File: config.mk
export PLATFORM = sky130hd
export DESIGN_NAME = svma_ctrl
export DESIGN_NICKNAME = d
export VERILOG_FILES = /design/src/hw/rtl/svma_pkg.sv /design/src/hw/rtl/svma_ctrl.sv
export SDC_FILE = /design/constraint.sdc
export NUM_CORES = 1
export LEC_CHECK = 0
export ABC_CLOCK_PERIOD_IN_PS = 830
export BUFFER_PORTS_ARGS = -buffer_cell sky130_fd_sc_hd__buf_4
export CORE_AREA = 2 2 39 41
export DETAILED_ROUTE_END_ITERATION = 6
export DIE_AREA = 0 0 41 43
export HOLD_SLACK_MARGIN = 0.12
export PLACE_DENSITY = 0.36
export RECOVER_POWER = 50
export REMOVE_ABC_BUFFERS = 1
export SLEW_MARGIN = 15
export SYNTH_ARGS = -nofsm -noshare
export SYNTH_HDL_FRONTEND = slang
export SYNTH_SLANG_ARGS = --single-unit
File: constraint.sdc
create_clock -name clk -period 0.83 [get_ports clk]
set_input_delay 0.0415 -clock clk [delete_from_list [all_inputs] [get_ports clk]]
set_output_delay 0.0415 -clock clk [all_outputs]
set_load 0.02 [all_outputs]
File: src/hw/rtl/svma_pkg.sv
`timescale 1ns / 1ps
// Shared types and constants for the signed mesh volume accumulator.
// Used by svma_ctrl, svma_datapath and the top level; depends on nothing.
package svma_pkg;

	localparam int COORD_BITS_DEF = 16;
	localparam int SUM_BITS_DEF   = 64;
	localparam int OUT_BITS       = 64;
	localparam int CFG_IDX_BITS   = 2;

	// configuration register indexes
	localparam logic [CFG_IDX_BITS-1:0] REG_REF_X = 2'd0;
	localparam logic [CFG_IDX_BITS-1:0] REG_REF_Y = 2'd1;
	localparam logic [CFG_IDX_BITS-1:0] REG_REF_Z = 2'd2;

	typedef enum logic [2:0] {
		ST_IDLE,
		ST_DIFF,
		ST_CROSS,
		ST_DOT,
		ST_SUM,
		ST_ACC
	} state_t;

	// controller -> datapath
	typedef struct packed {
		logic capture;
		logic accumulate;
	} cmd_t;

	// datapath -> controller
	typedef struct packed {
		logic last;
		logic out_free;
	} sts_t;

endpackage

File: src/hw/rtl/svma_ctrl.sv
`timescale 1ns / 1ps
// Sequencer for the volume accumulator: walks one triangle through the
// datapath steps. Depends on svma_pkg (state_t, cmd_t, sts_t).
module svma_ctrl (
	input  logic              clk,
	input  logic              arst_n,
	input  logic              in_valid,
	output logic              in_ready,
	input  svma_pkg::sts_t    sts,
	output svma_pkg::cmd_t    cmd
);

	svma_pkg::state_t state_q, state_d;

	always_ff @(posedge clk or negedge arst_n) begin
		if (!arst_n) begin
			state_q <= svma_pkg::ST_IDLE;
		end else begin
			state_q <= state_d;
		end
	end

	always_comb begin
		state_d = state_q;
		unique case (state_q)
			svma_pkg::ST_IDLE: begin
				if (in_valid) state_d = svma_pkg::ST_DIFF;
			end
			svma_pkg::ST_DIFF:  state_d = svma_pkg::ST_CROSS;
			svma_pkg::ST_CROSS: state_d = svma_pkg::ST_DOT;
			svma_pkg::ST_DOT:   state_d = svma_pkg::ST_SUM;
			svma_pkg::ST_SUM:   state_d = svma_pkg::ST_ACC;
			svma_pkg::ST_ACC: begin
				// a last triangle waits for the output register to drain
				if (!sts.last || sts.out_free) state_d = svma_pkg::ST_IDLE;
			end
			default: state_d = svma_pkg::ST_IDLE;
		endcase
	end

	always_comb begin
		in_ready       = (state_q == svma_pkg::ST_IDLE);
		cmd.capture    = (state_q == svma_pkg::ST_IDLE) && in_valid;
		cmd.accumulate = (state_q == svma_pkg::ST_ACC) && (!sts.last || sts.out_free);
	end

endmodule

# Yosys cells after proc, flatten, opt, wreduce, memory -nomap -nowiden
# Cells that the tools add are included.
[totals]
ff_bits = 3
input_bits = 5
out_inout_bits = 3
elab_cells = 17
[classes]
n_eq_ne = 7
mux = 3
reduce_logical = 6
[op_table]
columns = ["operator", "n"]
rows = [
  ["3-bit case mux with 6 select lines", 1],
  ["3-bit by 2-bit equality test with 1-bit output, second input constant", 2],
  ["3-bit equality test, second input constant", 2],
  ["3-bit 2-to-1 mux", 2],
  ["3-bit by 1-bit equality test with 1-bit output, second input constant", 1],
  ["3-bit logical NOT", 1],
  ["1-bit logical AND", 2],
  ["2-bit by 1-bit inequality test with 1-bit output, second input constant", 1],
  ["2-bit inequality test, second input constant", 1],
  ["2-bit AND reduction", 1],
  ["1-bit logical NOT", 1],
  ["1-bit logical OR", 1],
]

# Longest topological paths before layout
[logic_depth]
ltp_word = 4
mapped_depth = 3
mapped_depth_nobuf = 3

# Least setup slack after synthesis
# No wires, ideal clock.
[synth_timing]
kind = "reg2out"
startpoint = "register state_q[0]"
endpoint = "output cmd[1] (netlist name)"
arrival_time_ns = 1.283
slack_ns = -0.495
path_stages_with_launch = 3
path_cell_list = "dfrtp_1 nor3_1 and2_2"
[synth_rtl]
columns = ["element", "line", "source"]
rows = [
  ["from (decl)", "svma_ctrl.sv:13", "svma_pkg::state_t state_q, state_d;"],
  ["from (signal assigned)", "svma_ctrl.sv:17", "state_q <= svma_pkg::ST_IDLE;"],
  ["from (signal assigned)", "svma_ctrl.sv:19", "state_q <= state_d;"],
  ["to (decl)", "svma_ctrl.sv:10", "output svma_pkg::cmd_t cmd"],
]

==> impl_metrics.json <==
{
  "hp-class": "in2reg",
  "timing.rr.start": "state_q[2]",
  "final_antenna_net_count": 0,
  "skew_ns": 0.000392,
  "final_cells": 50,
  "grtUsageTotal": 0.0604,
  "fmax_mhz": 862,
  "cts_root_buffer": "clkbuf_4",
  "min_path_cells": 3,
  "clockBufferDepth": 2,
  "grt_antenna_before_repair": 0,
  "worst_setup_path_end_kind": "primary output",
  "peakVddDrop_mv": 1.13,
  "r2r_cells": 3,
  "hold_end": "state_q[0]",
  "post_drt_via_cell_ratio": 3.58,
  "failed_checks": "setup timing",
  "largest_reg_flops": 3,
  "outcome": "finished with violations",
  "drv_cap": 0,
  "rsz0062_at_grt": "true",
  "drive_above_1_share": 0.676,
  "cp_cell_sequence": "nor3_4, and2_4, buf_6",
  "yosysWarnings": 0,
  "ys_ff_latch": 3,
  "die_h_um": 43,
  "p_leak_uw": 0.000155,
  "dpl-instance-area_sq_um": 246,
  "critPathSlowestCell": "dfrtp_2",
  "cts_tree": "built",
  "num_rows": 14,
  "place.gp.congestion": 0.544,
  "grt_max_degree": 7,
  "die_area_sq_um": 1760,
  "drc_errors": 0,
  "syn_avg_cell_area_sq_um": 9.35,
  "finalCritPeriodShare": 1.40,
  "worstPathArrival_ns": 1.12,
  "final_area_sq_um": 345,
  "regMostFlops": "state_q",
  "syn_inst": 17,
  "slowest_delay_ns": 0.43,
  "ios": 8,
  "hold_viol_final": 0,
  "reg.largest.list": "state_q x3",
  "num_vias": 179,
  "p_per_area_nw_per_um2": 3880,
  "crit_type": "reg2out",
  "slew_headroom": 0.824,
  "place_inst": 42,
  "cp-start-kind": "flop",
  "min_period_ns": 1.16,
  "final-setup-viol-count": 6,
  "diodes": 0,
  "port_buffers": 7,
  "r2r_slack_ns": -0.19,
  "gr-total-overflow": 0,
  "grt_pass1_wl_um": 641,
  "htreeDepth": 1,
  "worstMarginPinSlew_ns": 0.264,
  "finalMaxSlewViolations": 0,
  "die_w_um": 41,
  "core_sq_um": 1380,
  "r2r-end": "state_q[0]",
  "clk_pin_slew_ns": 0.04,
  "grt_pass1_vias": 167,
  "syn_area_sq_um": 159,
  "required_ns": 0.79,
  "synth_cell_type_count": 11,
  "nets": 40,
  "routed_wl_um": 470,
  "clk-insertion-delay-late_ns": 0.23,
  "area_delta_synth_final_pct": 117,
  "hold_start": "sts[0]",
  "cts_buffers": 3,
  "start_util": 0.115,
  "layout_setup_ws_ns": -0.330,
  "final_util": 0.250,
  "wire_per_inst_um": 9.40,
  "drt_iter0_drc": 2,
  "clock-sinks": 3,
  "drt_pass1_iterations": 2,
  "synth_seq_area_share": 0.472,
  "critical_path.max_fanout": 4
}
[synthesized netlist by cell type]
cell type	n	area [sq um]
nor3_1	2	10.0
xnor2_1	1	8.76
nand2_1	2	7.51
nor2_1	2	7.51
dfrtp_1	3	75.1
nand3b_1	1	7.51
a221oi_1	1	8.76
o21ai_0	1	5.00
nand2b_1	2	12.5
and2_2	1	7.51
a21o_2	1	8.76
[layout by cell type (no fill, tap or decap), types with 2 or more instances in the layout]
cell type | netlist | layout
nand2_1 | 2 | 2
clkbuf_1 | 0 | 2
buf_4 | 0 | 9
buf_6 | 0 | 2
dfrtp_2 | 0 | 2
clkbuf_4 | 0 | 3
[logic make-up (layout without fill, tap and decap cells)]
family | Yosys count | count (layout) | synth area share
AO/OA/AOI/OAI | 3 | 3 | 0.142
XOR/XNOR | 1 | 1 | 0.0551
buffers and inverters | 0 | 17 | 0
AND/OR/NAND/NOR | 10 | 10 | 0.331
flip-flops | 3 | 3 | 0.472
[area by class of cell]
class / count / area [sq um]
Clock buffer: 4 / 26.3
Fill cell: 150 / 1040
Multi-Input combinational cell: 14 / 118
Sequential cell: 3 / 77.6
Tap cell: 16 / 20.0
Timing Repair Buffer: 13 / 104
[stage by stage]
stage / hold slack (ns) / TNS (ns) / power [uW] / setup WS [ns]
finish: 0.130 / -1.26 / 1340 / -0.330
global route: 0.141 / -1.56 / 1450 / -0.388
CTS: 0.120 / -1.40 / 1220 / -0.361
detailed placement: -0.168 / -0.658 / 765 / -0.215
global placement: -0.169 / -0.489 / 747 / -0.171
floorplan: -0.254 / -0.803 / 546 / -0.495
[power breakdown]
part,internal [uW],switching (uW)
Sequential,224,99.4
Clock,180,75.3
Combinational,447,313
[worst max path at each step]
stage,startpoint,endpoint,depth (start not counted)
2_1_floorplan,state_q[0],cmd[1],2
3_3_place_gp,state_q[1],cmd[1],3
3_5_place_dp,state_q[1],cmd[1],3
4_1_cts,state_q[1],cmd[1],3
5_1_grt,state_q[2],cmd[1],3
6_report,state_q[2],cmd[1],3
[worst max-delay path: cells and delay by family, from the launching register on]
family | cells | cell delay, ns
simple gates | 2 | 0.36
flops | 1 | 0.43
buf+inv | 1 | 0.10
[layer usage]
metal  vias to the layer above  share of wire  GRT usage
met2                         8           0.51     0.0813
met3                         0          0.091     0.0157
li1                         92              -          -
met4                         0              0     0.0800
met1                        79           0.40     0.0615
met5                         -              0          0
[what timing repair did]
| action | 4_1_cts | 5_1_grt |
|---|---|---|
| endpoints found under the setup margin | 6 | 6 |
| gates resized for setup | 7 | 5 |
| hold buffers | 1 | 0 |
| endpoints found under the hold margin | 3 | 0 |
| setup buffers | 2 | 1 |
| pin swaps | 2 | 2 |
Note: power is estimated with default switching activity, not from simulation.
